<file path="config.mk">
export PLATFORM = sky130hd
export DESIGN_NAME = bns_rng
export DESIGN_NICKNAME = d
export VERILOG_FILES = /design/src/rtl/core/bns_pkg.sv /design/src/rtl/core/bns_rng.sv
export SDC_FILE = /design/constraint.sdc
export NUM_CORES = 1
export LEC_CHECK = 0
export BUFFER_PORTS_ARGS = -buffer_cell sky130_fd_sc_hd__buf_2
export CORE_UTILIZATION = 50
export DETAILED_ROUTE_END_ITERATION = 16
export MAX_ROUTING_LAYER = met4
export PLACE_DENSITY = 0.85
export RECOVER_POWER = 100
export SLEW_MARGIN = 10
export SYNTH_ARGS = -nofsm -noshare
export SYNTH_HDL_FRONTEND = slang
export SYNTH_SLANG_ARGS = --single-unit
</file>
<file path="constraint.sdc">
create_clock -name i_clk -period 1.4 [get_ports i_clk]
set_clock_uncertainty 0.05 [all_clocks]
set_input_delay 0.28 -clock i_clk [delete_from_list [all_inputs] [get_ports i_clk]]
set_output_delay 0.28 -clock i_clk [all_outputs]
set_load 0.05 [all_outputs]
</file>
<file path="src/rtl/core/bns_pkg.sv">
// ----------------------------------------------------------------------------
// bns_pkg
// shared types, codes and defaults of the bigram name sampler
// ----------------------------------------------------------------------------
package bns_pkg;

    localparam int SYMBOLS_DEF         = 27;
    localparam int MAX_NAME_LENGTH_DEF = 8;

    localparam int LETTER_W = 5;
    localparam int SUM_W    = 16;
    localparam int RND_W    = 8;

    localparam logic       OP_WRITE    = 1'b0;
    localparam logic       OP_GENERATE = 1'b1;

    localparam int          CFG_IDX_W      = 2;
    localparam logic [1:0]  CFG_MIN_LENGTH  = 2'd0;
    localparam logic [1:0]  CFG_MAX_LENGTH  = 2'd1;
    localparam logic [1:0]  CFG_RETRY_LIMIT = 2'd2;

    localparam logic [3:0]  MIN_LENGTH_RST  = 4'd3;
    localparam logic [3:0]  MAX_LENGTH_RST  = 4'd8;
    localparam logic [7:0]  RETRY_LIMIT_RST = 8'd255;
    localparam logic [7:0]  RNG_STATE_RST   = 8'h5A;

    typedef struct packed {
        logic       operation;
        logic [4:0] row;
        logic [4:0] column;
        logic [7:0] weight;
    } t_in_item;

    typedef struct packed {
        logic [4:0] letter;
        logic       last;
    } t_out_item;

    typedef struct packed {
        logic [3:0] min_length;
        logic [3:0] max_length;
        logic [7:0] retry_limit;
    } t_cfg;

    typedef enum logic [2:0] {
        ST_IDLE,
        ST_DRAW,
        ST_ADDR,
        ST_WALK,
        ST_DECIDE,
        ST_PUSH,
        ST_FLUSH
    } t_state;

endpackage

</file>
<file path="src/rtl/core/bns_rng.sv">
// ----------------------------------------------------------------------------
// bns_rng
// 8-bit xorshift generator with a mixed-in step counter
// ----------------------------------------------------------------------------
module bns_rng
    import bns_pkg::*;
(
    input  logic             i_clk,
    input  logic             i_rst_n,
    input  logic             i_step,
    output logic [RND_W-1:0] o_value
);

    logic [RND_W-1:0] r_state, n_state;
    logic [RND_W-1:0] r_count, n_count;
    logic [RND_W-1:0] s1, s2, s3, s4;

    always_comb begin
        n_count = r_count + RND_W'(1);
        s1      = r_state ^ (r_state << 1);
        s2      = s1 ^ (s1 >> 1);
        s3      = s2 ^ (s2 << 2);
        s4      = s3 ^ n_count;
        n_state = (s4 == '0) ? RND_W'(1) : s4;
    end

    always_ff @(posedge i_clk) begin
        if (!i_rst_n) begin
            r_state <= RNG_STATE_RST;
            r_count <= '0;
        end else if (i_step) begin
            r_state <= n_state;
            r_count <= n_count;
        end
    end

    assign o_value = r_state;

endmodule

</file>
==> flow_summary.toml, run 1 <==
[hold_path]
min_path_type = "in -> reg"

[routing]
vias = 998
met3_length_um = 326
wl_per_cell_um = 20.9
wl_met2_um = 1610
m1WireLength_um = 1290
ant_nets = 0
drt_wl_total_um = 3430
drtIter0Drc = 76
drc = 0
top_layer = "met4"
firstDrtPassIters = 4
routed_via_density = 6.09

[sta]
fin_ws_ns = -0.362
fmax_mhz = 567
relSlewSlack_pct = 72.1
maxSlewViolCount = 0
rsz0062_at_grt = "yes"
min_period_over_period_pct = 126
period_needed_ns = 1.76
worst_pin_slew_ns = 0.416
final_hold_viol_count = 0
setup_violations = 7

[yosys]
yosys_warnings = 0
syn_area_sq_um = 907
synth-seq-cells = 16
syn_inst = 106
synth-seq-area-share_pct = 35.3
synth.distinct_cells = 28
syn_nets = 110
syn_area_per_cell_sq_um = 8.56

[cells_and_area]
drive_gt1_share_pct = 51.1
fin_area_sq_um = 1350
fin_util_pct = 79.3
nets = 144
layout_commonest_cell = "buf_4"
diodes = 0
instances_no_fill = 164
area_growth_pct = 49.2
final_cell_mix = "buf_4, nand2_1, nor2_1, xnor2_1, buf_2"

[clock_network]
cts_tree = "done"
h-tree-depth = 1
clockBufferDepth = 2
cts-root-buf = "clkbuf_4"
path_clk_slew_ns = 0.10
clkLatencyLatePin_ns = 0.29
cts_sinks = 16
cts_buffers = 3

[global_routing]
grt_pass1_wl_um = 3940
grt_overflow = 0
grt_start_max_net_pins = 12
first_global_vias = 833
grt_antenna_before_repair = 0
grt_util_all_layers_pct = 28.7

[critical_path]
path_delay_family = "simple AND/OR/NAND/NOR gates"
slowest_stage = "or4_1"
critPathKind = "reg -> reg"
crit_buf_inv = 1
cp_cell_sequence = "buf_4 > nand3_4 > or4_1 > nand3_1 > xor2_1 > nor2_1"
cp_max_fo = 5
required_ns = 1.51
crit_arrival_ns = 1.88
startpoint_type = "register"
cp-end-kind = "register"
max_stage_delay_ns = 0.57

[floorplan]
die-area_sq_um = 1990
core_area_sq_um = 1710
pin_count = 11
initial_core_util_pct = 53.1
rows = 15
die_h_um = 44.6
die_w_um = 44.6

[job]
maxCapViolations = 0

[power_and_ir_drop]
switching_power_mw = 0.527
power_frac_comb_pct = 40.5
leakagePower_nw = 0.542
switching_share_pct = 38.9
seqPwrFrac_pct = 39.9
power.density_nw_per_um2 = 1000
p_clk_share_pct = 19.6
intPower_mw = 0.827
ir_drop_mv = 0.759
p_total_mw = 1.35

[placed_design]
dpl-instance-area_sq_um = 1130
detailed_place_hpwl_um = 1630
place_ws_ns = -0.271
dp_cells = 154
gp_congestion = 0.828
port_buffers = 10

[outcome]
violations = "setup timing"
status = "complete, but fails checks"
[metrics by stage]
stage	hold WS [ns]	setup TNS, ns
floorplan	0.291	-0.230
detailed placement	0.457	-0.645
CTS	0.162	-0.332
finish	0.165	-1.39
global route	0.168	-1.53
global placement	0.454	-0.295
[state kept, by name (all words and copies together), names as in the netlist]
name	cells
o_value	8
r_count	8
[final cells by class]
type                    instances  area [sq um]
fillers                        95           354
flip-flops and latches         16           355
repair buffers                 32           225
clock buffers                   4          26.3
multi-input cells              85           708
inverters                       2          7.51
well taps                      25          31.3
[final timing paths]
kind | from | endpoint | slack (ns) | depth (start not counted)
max reg2reg | r_count[1]$_SDFFE_PN0P_ | o_value[7]$_SDFFE_PN0P_ | -0.36 | 6
min | i_rst_n | o_value[1]$_SDFFE_PN1P_ | 0.17 | 2
max | r_count[1]$_SDFFE_PN0P_ | o_value[7]$_SDFFE_PN0P_ | -0.36 | 6
min reg2reg | o_value[3]$_SDFFE_PN1P_ | o_value[3]$_SDFFE_PN1P_ | 0.50 | 2
[synth_stat cells, drive strengths merged]
library cell  instances  area, sq um
dfxtp                16          320
nor2                 11         41.3
nand3                 5         30.0
o31ai                 2         15.0
or3                   1         6.26
xor2                  7         61.3
nor3b                 1         7.51
xnor3                 2         45.0
o21ai                 7         35.0
ha                    1         12.5
clkbuf                1         3.75
and2                  3         18.8
nor2b                 1         6.26
buf                   2         8.75
xnor2                13          114
a211oi                1         7.51
and3                  1         7.51
a21oi                 3         15.0
o2bb2ai               1         8.76
mux2i                 4         40.0
nand2                13         48.8
nand4                 1         6.26
nor3                  4         20.0
or4                   1         7.51
inv                   2         7.51
nor4                  2         12.5
[metal layers]
layer	up-vias	GRT usage [%]
met5	-	-
met4	0	9.09
met3	25	4.08
met2	85	50.6
met1	458	33.4
li1	430	-
[repair_timing]
item                       in CTS  in global routing
setup buffers                   0                  6
pin swaps                       3                 15
hold buffers                    0                  0
setup endpoints to repair       7                 10
gates resized for setup        20                 21
[power by group through the flow]
stage,clock network (mW),registers (mW),logic (mW)
CTS,0.256,0.535,0.424
global placement,0,0.541,0.368
finish,0.265,0.541,0.548
global route,0.280,0.542,0.561
detailed placement,0,0.543,0.387
floorplan,0,0.632,0.183
[cell families (layout without fill, tap and decap cells)]
group / count (synthesis) / after routing / synth area share, %
flip-flops: 16 / 16 / 35.3
XOR/XNOR: 22 / 22 / 24.3
multiplexers: 4 / 4 / 4.41
AND/OR/NAND/NOR: 44 / 44 / 23.5
adder cells (fa/ha/maj): 1 / 1 / 1.38
AO/OA/AOI/OAI: 14 / 14 / 8.96
buffers and inverters: 5 / 38 / 2.21
(Power assumes the default switching activity.)
==> run 2: changes to the inputs <==
- CORE_UTILIZATION: 50 -> 55
- PLACE_DENSITY: 0.85 -> 0.76
- clock period: 1.4 -> 1.89 ns (I/O delays scaled with it)
==> flow_summary.toml, run 2 (synthesized netlist as in run 1, its figures left out) <==
[global_routing]
grt_overflow = 0
grt_pass1_wl_um = 3180
grt_use_met2_pct = 38.8
busiest_layer = "met2"
use_met3_pct = 7.76
grt_start_max_net_pins = 13
met1_usage_pct = 29.6
first_global_vias = 709
grt_util_all_layers_pct = 24.7
grt_antenna_before_repair = 0

[power_and_ir_drop]
intPower_mw = 0.521
power.density_nw_per_um2 = 821
leakagePower_nw = 0.357
ir_drop_mv = 0.661
seqPwrFrac_pct = 48.7
p_total_mw = 0.812
switching_share_pct = 35.9
p_clk_share_pct = 21.7
power_frac_comb_pct = 29.6
switching_power_mw = 0.291

[placed_design]
port_buffers = 10
place_ws_ns = 0.195
dpl-instance-area_sq_um = 980
gp_congestion = 0.861
detailed_place_hpwl_um = 1470
dp_cells = 131

[floorplan]
die_w_um = 42.6
core_area_sq_um = 1520
rows = 14
die-area_sq_um = 1820
die_h_um = 42.6
initial_core_util_pct = 59.5
pin_count = 11

[hold_path]
min_path_cells = 2
holdPathEnd = "o_value[6]$_SDFFE_PN1P_"
min_path_type = "in -> reg"
min-delay-start = "i_rst_n"

[sta]
final.setup.tns_ns = 0
setup_violations = 0
min_period_over_period_pct = 91.2
worst_pin_slew_ns = 0.607
relSlewSlack_pct = 59.7
fmax_mhz = 580
rsz0062_at_grt = "no"
final_hold_viol_count = 0
fin_ws_ns = 0.167
period_needed_ns = 1.72
holdWs_ns = 0.273
maxSlewViolCount = 0

[clock_network]
cts-root-buf = "clkbuf_4"
cts_resized = 0
clockBufferDepth = 2
h-tree-depth = 1
clkLatencyLatePin_ns = 0.28
cts_sinks = 16
hold_buffers = 0
cts_tree = "done"
cts_buffers = 3
post-cts-setup-buffers = 0
path_clk_slew_ns = 0.09

[critical_path]
r2r-end = "o_value[0]$_SDFFE_PN0P_"
cp-end-kind = "register"
critPathKind = "reg -> reg"
r2r_slack_ns = 0.17
reg2reg_depth = 6
cp_cell_sequence = "ha_1 > xor2_1 > and2_1 > o21ai_0 > nor4_1 > o2bb2ai_1"
required_ns = 2.05
slowest_stage = "dfxtp_1"
startpoint_type = "register"
max_stage_delay_ns = 0.45
worstReg2RegStart = "r_count[0]$_SDFFE_PN0P_"
crit_arrival_ns = 1.89
cp_max_fo = 5

[cells_and_area]
area_growth_pct = 8.97
drive_gt1_share_pct = 6.78
layout_commonest_cell = "dfxtp_1"
fin_area_sq_um = 988
fin_util_pct = 64.9
final_cell_mix = "dfxtp_1, xnor2_1, nand2_1, nor2_1, clkbuf_1"
nets = 124
diodes = 0
instances_no_fill = 134

[routing]
drt_wl_total_um = 1950
drc = 0
wl_per_cell_um = 14.5
drtIter0Drc = 9
routed_via_density = 5.78
ant_nets = 0
vias = 774
firstDrtPassIters = 4

[job]
maxCapViolations = 0

[outcome]
status = "finished, final reports clean"
==> run 2: cell types whose count changed in the layout (fill, tap and decap cells not counted), moves of 4 or more <==
cell | before | now
buf_4 | 20 | 1
dfxtp_1 | 2 | 16
clkbuf_1 | 1 | 9
buf_2 | 9 | 2
dfxtp_2 | 7 | 0
dfxtp_4 | 7 | 0
o21ai_0 | 1 | 7
xnor2_1 | 9 | 13
xnor2_2 | 4 | 0
==> run 2: critical path, delay by kind of cell (launching register included) <==
family / cells / cell delay, ns
adder cells (fa/ha/maj): 1 / 0.29
XOR/XNOR: 1 / 0.23
AO/OA/AOI/OAI: 2 / 0.23
flip-flops: 1 / 0.45
AND/OR/NAND/NOR: 2 / 0.41
==> run 2: routing by layer <==
metal | wire, um | part of all wire [%] | vias to the layer above
met2 | 967 | 50 | 20
li1 | - | - | 386
met5 | 0 | 0 | -
met4 | 29 | 1.5 | 0
met3 | 77 | 4.0 | 4
met1 | 872 | 45 | 364
==> run 2: power by group through the flow <==
| stage | combinational (mW) | clock, mW | sequential, mW |
|---|---|---|---|
| after floorplan | 0.133 | 0 | 0.462 |
| after global placement | 0.238 | 0 | 0.401 |
| after detailed placement | 0.246 | 0 | 0.403 |
| after CTS | 0.247 | 0.184 | 0.395 |
| after global routing | 0.261 | 0.205 | 0.400 |
| final | 0.241 | 0.176 | 0.395 |
==> run 2: how the worst max path moves through the flow <==
| stage | end | depth (start not counted) | from |
|---|---|---|---|
| 2_1_floorplan | o_value[7]$_SDFFE_PN0P_ | 5 | o_value[4]$_SDFFE_PN1P_ |
| 3_3_place_gp | o_value[0]$_SDFFE_PN0P_ | 6 | r_count[0]$_SDFFE_PN0P_ |
| 3_5_place_dp | o_value[0]$_SDFFE_PN0P_ | 6 | r_count[0]$_SDFFE_PN0P_ |
| 4_1_cts | o_value[0]$_SDFFE_PN0P_ | 6 | r_count[0]$_SDFFE_PN0P_ |
| 5_1_grt | o_value[0]$_SDFFE_PN0P_ | 6 | r_count[0]$_SDFFE_PN0P_ |
| 6_report | o_value[0]$_SDFFE_PN0P_ | 6 | r_count[0]$_SDFFE_PN0P_ |
==> run 2: area by class of cell <==
class	count	area, sq um
Inverter	2	7.51
Sequential cell	16	320
Multi-Input combinational cell	85	567
Clock buffer	3	22.5
Fill cell	142	536
Tap cell	16	20.0
Timing Repair Buffer	12	51.3
