==> src/rtl/core/bns_pkg.sv <==
// ----------------------------------------------------------------------------
// bns_pkg
// shared types, codes and defaults of the bigram name sampler
// ----------------------------------------------------------------------------
package bns_pkg;

    localparam int SYMBOLS_DEF         = 27;
    localparam int MAX_NAME_LENGTH_DEF = 8;

    localparam int LETTER_W = 5;
    localparam int SUM_W    = 16;
    localparam int RND_W    = 8;

    localparam logic       OP_WRITE    = 1'b0;
    localparam logic       OP_GENERATE = 1'b1;

    localparam int          CFG_IDX_W      = 2;
    localparam logic [1:0]  CFG_MIN_LENGTH  = 2'd0;
    localparam logic [1:0]  CFG_MAX_LENGTH  = 2'd1;
    localparam logic [1:0]  CFG_RETRY_LIMIT = 2'd2;

    localparam logic [3:0]  MIN_LENGTH_RST  = 4'd3;
    localparam logic [3:0]  MAX_LENGTH_RST  = 4'd8;
    localparam logic [7:0]  RETRY_LIMIT_RST = 8'd255;
    localparam logic [7:0]  RNG_STATE_RST   = 8'h5A;

    typedef struct packed {
        logic       operation;
        logic [4:0] row;
        logic [4:0] column;
        logic [7:0] weight;
    } t_in_item;

    typedef struct packed {
        logic [4:0] letter;
        logic       last;
    } t_out_item;

    typedef struct packed {
        logic [3:0] min_length;
        logic [3:0] max_length;
        logic [7:0] retry_limit;
    } t_cfg;

    typedef enum logic [2:0] {
        ST_IDLE,
        ST_DRAW,
        ST_ADDR,
        ST_WALK,
        ST_DECIDE,
        ST_PUSH,
        ST_FLUSH
    } t_state;

endpackage

==> src/rtl/core/bns_seq.sv <==
// ----------------------------------------------------------------------------
// bns_seq
// name sequencer: row walk over the table, retry control, result register
// ----------------------------------------------------------------------------
module bns_seq
    import bns_pkg::*;
#(
    parameter int SYMBOLS         = SYMBOLS_DEF,
    parameter int MAX_NAME_LENGTH = MAX_NAME_LENGTH_DEF,
    localparam int AW             = $clog2(SYMBOLS * SYMBOLS),
    localparam int SW             = $clog2(SYMBOLS),
    localparam int PW             = $clog2(MAX_NAME_LENGTH + 1)
) (
    input  logic             i_clk,
    input  logic             i_rst_n,
    input  t_cfg             i_cfg,
    input  logic             i_in_valid,
    output logic             o_in_stall,
    input  t_in_item         i_in,
    output logic             o_out_valid,
    input  logic             i_out_stall,
    output t_out_item        o_out,
    output logic             o_tab_we,
    output logic [AW-1:0]    o_tab_waddr,
    output logic [7:0]       o_tab_wdata,
    output logic             o_tab_re,
    output logic [AW-1:0]    o_tab_raddr,
    input  logic [7:0]       i_tab_rdata,
    output logic             o_rng_step,
    input  logic [RND_W-1:0] i_rng_value
);

    t_state           r_state, n_state;
    logic [AW-1:0]    r_base, n_base;
    logic [SW-1:0]    r_prev, n_prev;
    logic [SW-1:0]    r_k, n_k;
    logic [SUM_W-1:0] r_sum, n_sum;
    logic [SW-1:0]    r_sym, n_sym;
    logic [SW-1:0]    r_pend, n_pend;
    logic [PW-1:0]    r_pos, n_pos;
    logic [7:0]       r_tries, n_tries;
    logic             r_out_valid, n_out_valid;
    t_out_item        r_out, n_out;

    logic             in_accept;
    logic             slot_free;
    logic [SUM_W-1:0] sum_n;
    logic             hit;
    logic             walk_done;
    logic [PW-1:0]    maxl_eff;
    logic [3:0]       minl_eff;
    logic [7:0]       retry_eff;
    logic             mandatory;
    logic [8:0]       tries_n;
    logic             retry_more;
    logic             is_term;
    logic [SW-1:0]    sym_final;
    logic [PW-1:0]    pos_n;
    logic             name_full;
    logic             can_push;
    logic [SW+4:0]    pend_ext;
    logic             wr_in_range;

    assign in_accept = i_in_valid && !o_in_stall;
    assign slot_free = !r_out_valid || !i_out_stall;

    assign sum_n     = r_sum + SUM_W'(i_tab_rdata);
    assign hit       = SUM_W'(i_rng_value) < sum_n;
    assign walk_done = hit || (r_k == SW'(SYMBOLS - 1));

    always_comb begin
        if (i_cfg.max_length == 4'd0) begin
            maxl_eff = PW'(1);
        end else if (32'(i_cfg.max_length) > MAX_NAME_LENGTH) begin
            maxl_eff = PW'(MAX_NAME_LENGTH);
        end else begin
            maxl_eff = PW'(i_cfg.max_length);
        end
    end

    assign minl_eff   = (i_cfg.min_length == 4'd0) ? 4'd1 : i_cfg.min_length;
    assign retry_eff  = (i_cfg.retry_limit == 8'd0) ? 8'd1 : i_cfg.retry_limit;
    assign mandatory  = 32'(r_pos) < 32'(minl_eff);
    assign tries_n    = {1'b0, r_tries} + 9'd1;
    assign retry_more = tries_n < {1'b0, retry_eff};
    assign is_term    = (r_sym == '0);
    assign sym_final  = is_term ? SW'(1) : r_sym;
    assign pos_n      = r_pos + PW'(1);
    assign name_full  = (pos_n == maxl_eff);
    assign can_push   = (r_pos == '0) || slot_free;
    assign pend_ext   = {5'b0, r_pend};

    // table write on a write item whose row and column lie inside the table
    assign wr_in_range = (32'(i_in.row) < SYMBOLS) && (32'(i_in.column) < SYMBOLS);
    assign o_tab_we    = in_accept && (i_in.operation == OP_WRITE) && wr_in_range;
    assign o_tab_waddr = AW'(AW'(i_in.row) * AW'(SYMBOLS)) + AW'(i_in.column);
    assign o_tab_wdata = i_in.weight;

    // row walk reads, one entry ahead of the running sum
    assign o_tab_re    = (r_state == ST_ADDR) ||
                         ((r_state == ST_WALK) && (r_k != SW'(SYMBOLS - 1)));
    assign o_tab_raddr = (r_state == ST_ADDR) ? r_base : (r_base + AW'(r_k) + AW'(1));

    assign o_rng_step  = (r_state == ST_DRAW);
    assign o_in_stall  = (r_state != ST_IDLE);

    // next state
    always_comb begin
        n_state = r_state;
        case (r_state)
            ST_IDLE: begin
                if (in_accept && (i_in.operation == OP_GENERATE)) begin
                    n_state = ST_DRAW;
                end
            end
            ST_DRAW: n_state = ST_ADDR;
            ST_ADDR: n_state = ST_WALK;
            ST_WALK: begin
                if (walk_done) begin
                    n_state = ST_DECIDE;
                end
            end
            ST_DECIDE: begin
                if (mandatory) begin
                    n_state = (is_term && retry_more) ? ST_DRAW : ST_PUSH;
                end else begin
                    n_state = is_term ? ST_FLUSH : ST_PUSH;
                end
            end
            ST_PUSH: begin
                if (can_push) begin
                    n_state = name_full ? ST_FLUSH : ST_DRAW;
                end
            end
            ST_FLUSH: begin
                if (slot_free) begin
                    n_state = ST_IDLE;
                end
            end
            default: n_state = ST_IDLE;
        endcase
    end

    // datapath
    always_comb begin
        n_base      = r_base;
        n_prev      = r_prev;
        n_k         = r_k;
        n_sum       = r_sum;
        n_sym       = r_sym;
        n_pend      = r_pend;
        n_pos       = r_pos;
        n_tries     = r_tries;
        n_out       = r_out;
        n_out_valid = r_out_valid && i_out_stall;
        case (r_state)
            ST_IDLE: begin
                n_prev  = '0;
                n_pos   = '0;
                n_tries = '0;
            end
            ST_DRAW: begin
                n_base = AW'(AW'(r_prev) * AW'(SYMBOLS));
                n_k    = '0;
                n_sum  = '0;
            end
            ST_WALK: begin
                if (walk_done) begin
                    n_sym = r_k;
                end else begin
                    n_k   = r_k + SW'(1);
                    n_sum = sum_n;
                end
            end
            ST_DECIDE: begin
                if (mandatory) begin
                    if (is_term && retry_more) begin
                        n_tries = tries_n[7:0];
                    end else begin
                        n_sym = sym_final;
                    end
                end
            end
            ST_PUSH: begin
                if (can_push) begin
                    if (r_pos != '0) begin
                        n_out_valid = 1'b1;
                        n_out       = '{letter: pend_ext[4:0], last: 1'b0};
                    end
                    n_pend  = r_sym;
                    n_prev  = r_sym;
                    n_pos   = pos_n;
                    n_tries = '0;
                end
            end
            ST_FLUSH: begin
                if (slot_free) begin
                    n_out_valid = 1'b1;
                    n_out       = '{letter: pend_ext[4:0], last: 1'b1};
                end
            end
            default: begin
                n_out_valid = r_out_valid && i_out_stall;
            end
        endcase
    end

    always_ff @(posedge i_clk) begin
        if (!i_rst_n) begin
            r_state     <= ST_IDLE;
            r_out_valid <= 1'b0;
        end else begin
            r_state     <= n_state;
            r_out_valid <= n_out_valid;
        end
    end

    always_ff @(posedge i_clk) begin
        r_base  <= n_base;
        r_prev  <= n_prev;
        r_k     <= n_k;
        r_sum   <= n_sum;
        r_sym   <= n_sym;
        r_pend  <= n_pend;
        r_pos   <= n_pos;
        r_tries <= n_tries;
        r_out   <= n_out;
    end

    assign o_out_valid = r_out_valid;
    assign o_out       = r_out;

endmodule

==> config.mk <==
export PLATFORM = sky130hd
export DESIGN_NAME = bns_seq
export DESIGN_NICKNAME = d
export VERILOG_FILES = /design/src/rtl/core/bns_pkg.sv /design/src/rtl/core/bns_seq.sv
export SDC_FILE = /design/constraint.sdc
export NUM_CORES = 1
export LEC_CHECK = 0
export ABC_AREA = 1
export BUFFER_PORTS_ARGS = -buffer_cell sky130_fd_sc_hd__buf_2
export CORE_MARGIN = 2
export CORE_UTILIZATION = 52
export DETAILED_ROUTE_END_ITERATION = 16
export PLACE_DENSITY = 0.77
export SLEW_MARGIN = 10
export SYNTH_ARGS = -nofsm -noshare
export SYNTH_HDL_FRONTEND = slang
export SYNTH_SLANG_ARGS = --single-unit
==> constraint.sdc <==
create_clock -name i_clk -period 3.6 [get_ports i_clk]
set_input_delay 0.54 -clock i_clk [delete_from_list [all_inputs] [get_ports i_clk]]
set_output_delay 0.54 -clock i_clk [all_outputs]
set_load 0.03 [all_outputs]
==> results.md <==
* Pwr/cell area at 865 nW/um2
* Leakage at 0.00341 uW
* Post-place instance area at 6370 um2
* Layout cells sized above 1 at 0.187
* Die width at 109 um
* Mapped cell area at 5700 um2
* Status: finished, violations left
* Worst Clk Skew at 0.0141 ns
* FF+latch count, synth at 68
* Pwr Total at 5850 uW
* Die Ht at 109 um
* Critical-path top delay cell: fa_1
* Sw frac at 0.483
* Fraction of the mapped netlist area in compound gates at 0.0591
* Final Hold Vio Count at 0
* Critical path class: in -> out
* Buffers & Inverters on Critical Path at 6
* Total number of vias at 4866
* Max-slew violation count at 0
* Critical path launch point type: input port
* Global-route wire length before repair at 21400 um
* Final WS setup at -0.266 ns
* IO buf count at 77
* Crit path arrival time at 3.33 ns
* RR Startpoint: r_prev[0]$_SDFFCE_PN0P_
* CTS tree: yes
* Simple-gate area share of the yosys netlist at 0.220
* 1st-iter DRT viols at 242
* Clock sink total at 68
* Clock Root Buffer: clkbuf_8
* Area share of fa/ha/maj cells after synthesis at 0.221
* Predominant post-synthesis flop cell: edfxtp_1
* Sequence of cells on the critical path: buf_8 -> buf_4 -> inv_4 -> ha_4 -> fa_1 -> fa_1 -> inv_2 -> ha_4 -> a21oi_2 -> inv_2 -> a31oi_4 -> o21bai_1 -> a21oi_2 -> xor2_2 -> buf_6
* Internal power at 3030 uW
* Crit-path max cell delay at 0.53 ns
* Synth Area per Inst at 8.25 um2
* Leading area contributor after synthesis: edfxtp_1
* HPWL after DPL at 9980 um
* RSZ-0062 raised after global routing: true
* Routed WL at 12900 um
* Total core area at 10700 um2
* P_sw at 2820 uW
* HP Class: reg -> reg
* Final-report setup violation count at 4
* Final core utilization at 0.630
* Layout area overhead at 18.7%
* Slew margin rel. at 0.439
* Top-level I/O count at 94
* Ys async rst share at 0
* Initial Util at 0.530
* # Max-Cap Violations at 0
* Critical Path RT at 3.06 ns
* Post-route DRC at 0
* Element type at the critical path end: output port
* Comb power frac at 0.621
* Worst reg2reg path endpoint: r_base[9]$_DFFE_PP_
* Worst IR Drop VDD at 0.611 mV
* Clock transition at path regs at 0.08 ns
* Mapped Nets at 839
* Post-synthesis cell type count at 35
* WP depth at 15
* Post-DRT Antenna Nets at 0
* First-pass DRT Iterations at 6
* Vias/cell at 5.20
* Largest family of logic cells by synthesized area: adder cells
* FMAX at 259 MHz
* Worst reg-to-reg path cell count at 13
* Num CTS Buffers at 9
* CTS max path bufs at 2
* Worst-path fanout max at 3
* Hold-fix buffer count after cts at 0
* Fill count at 881
* Diode count at 0
* Post-synthesis xor/xnor area fraction at 0.0523
* Floorplan row count at 38
* Top-area cell type share of the netlist area at 0.337
* Post-synth EDFFs at 64
* Mux share of post-synthesis cell area at 0
* Largest net degree at the start of global routing at 22
* Number of global-route vias before repair at 4941
* Final instance area at 6770 um2
* Fin crit share at 1.07
* Worst reg2reg setup slack at 0.39 ns
* CP startpoint: i_in[15]
* DP Worst Slack at -0.483 ns
* Clock share of power at 0.110
* Top Family by Delay on Critical Path: adder cells
* Seq pwr share at 0.269
* Gp weighted congestion at 0.975
* Synth Warn # at 0
* H-tree depth at 3
* Final nets at 939
* Seq/Total Area, Yosys at 0.351
* Routed WL per cell at 13.8 um
* GRT overflow at 0
* Min cycle time layout at 3.87 ns
* Initial antenna violation count at 0
* Top post-synthesis cells by area: edfxtp_1 34%, ha_1 18%, nand2_1 9.4%, inv_1 8.0%, nor2_1 5.6%
* Die area at 11800 um2
* Gr usage total at 0.231
* Clock latency at the later pin of the worst-skew pair at 0.35 ns
* Worst-Margin Slew at 0.833 ns
* Failing checks: negative setup slack
* CP endpoint: o_tab_waddr[8]
* Syn Inst Count at 691
[cells in the mapped netlist, types with 3 or more instances]
cell type    n
o21ai_0     15
a31oi_1      4
buf_4        8
xor2_1      23
edfxtp_1    64
xnor2_1     11
a21oi_1     35
clkbuf_1     3
nor2_1      85
nor2_2       4
fa_1        13
nand2_1    142
nor3_1       9
nand3b_1     3
nand3_1     36
inv_1      122
dfxtp_1      4
nand4_1      9
ha_1        80
[layer usage]
metal | track usage | up-vias | routed length (um)
li1 | - | 2429 | -
met1 | 0.275 | 2226 | 5520
met2 | 0.410 | 176 | 6420
met3 | 0.0430 | 35 | 652
met4 | 0.0971 | 0 | 313
met5 | 0 | - | 0
[cell families after synthesis]
kind of cell | count (synthesis)
AOI/OAI and AO/OA | 62
xor gates and xnor gates | 34
adders and majority gates | 93
buffers and inverters | 137
DFF | 68
and+or+nand+nor | 297
[worst register-to-register path, delay by kind of cell, from the launching register on]
family | cells | cell delay, ns
AO/OA/AOI/OAI | 5 | 0.81
buffers and inverters | 2 | 0.09
flip-flops | 1 | 0.42
XOR/XNOR | 1 | 0.09
adder cells (fa/ha/maj) | 4 | 1.46
AND/OR/NAND/NOR | 1 | 0.09
[registers in the layout, summed over array words and instances, names as in the netlist]
name / count
r_state: 3
r_prev: 5
o_out: 6
r_base: 10
r_sym: 5
r_k: 5
o_out_valid: 1
r_tries: 8
r_sum: 16
r_pend: 5
r_pos: 4
[power groups by stage]
| stage | clock network [uW] | registers [uW] | logic, uW |
|---|---|---|---|
| floorplan | 0 | 1540 | 2590 |
| global placement | 0 | 1570 | 3310 |
| detailed placement | 0 | 1590 | 3470 |
| CTS | 649 | 1570 | 3630 |
| global route | 679 | 1610 | 4110 |
| finish | 644 | 1570 | 3630 |
[metrics by stage]
stage | hold slack (ns) | cells | TNS, ns
2_1_floorplan | 0.400 | 691 | -0.550
3_3_place_gp | 0.401 | 915 | -0.974
5_1_grt | 0.433 | 936 | -1.15
6_report | 0.428 | 936 | -0.687
3_5_place_dp | 0.410 | 915 | -1.34
4_1_cts | 0.425 | 936 | -0.636
[repair_timing]
item,CTS,global route
pin swaps,13,12
buffers inserted,5,3
setup endpoints to repair,4,5
resized for setup,30,11
[final cells by class]
| class | instances | area (um2) | area share |
|---|---|---|---|
| multi-input cells | 486 | 3260 | 0.482 |
| flip-flops and latches | 68 | 2000 | 0.296 |
| repair buffers | 101 | 649 | 0.0960 |
| inverters | 125 | 479 | 0.0708 |
| well taps | 140 | 175 | 0.0259 |
| clock buffers | 9 | 124 | 0.0183 |
| clock inverters | 7 | 75.1 | 0.0111 |
[worst min-delay path by stage]
stage                              startpoint            endpoint  slack (ns)  cells after the start
final                     r_pend[2]$_DFFE_PP_  o_out[3]$_DFFE_PP_        0.43                      0
after CTS                 r_pend[3]$_DFFE_PP_  o_out[4]$_DFFE_PP_        0.43                      0
after global routing      r_pend[2]$_DFFE_PP_  o_out[3]$_DFFE_PP_        0.43                      0
after global placement    r_pend[4]$_DFFE_PP_  o_out[5]$_DFFE_PP_        0.40                      0
after detailed placement  r_pend[2]$_DFFE_PP_  o_out[3]$_DFFE_PP_        0.41                      0
after floorplan           r_pend[0]$_DFFE_PP_  o_out[1]$_DFFE_PP_        0.40                      0
[cell usage in the layout (no fill, tap or decap), types with 12 or more instances in the layout]
master    instances
a21oi_1          31
o21ai_0          15
edfxtp_1         64
fa_1             12
xor2_1           20
ha_1             75
buf_2            68
nor2_1           84
buf_4            22
nand2_1         142
inv_1           115
nand3_1          36
(Power assumes the default switching activity.)
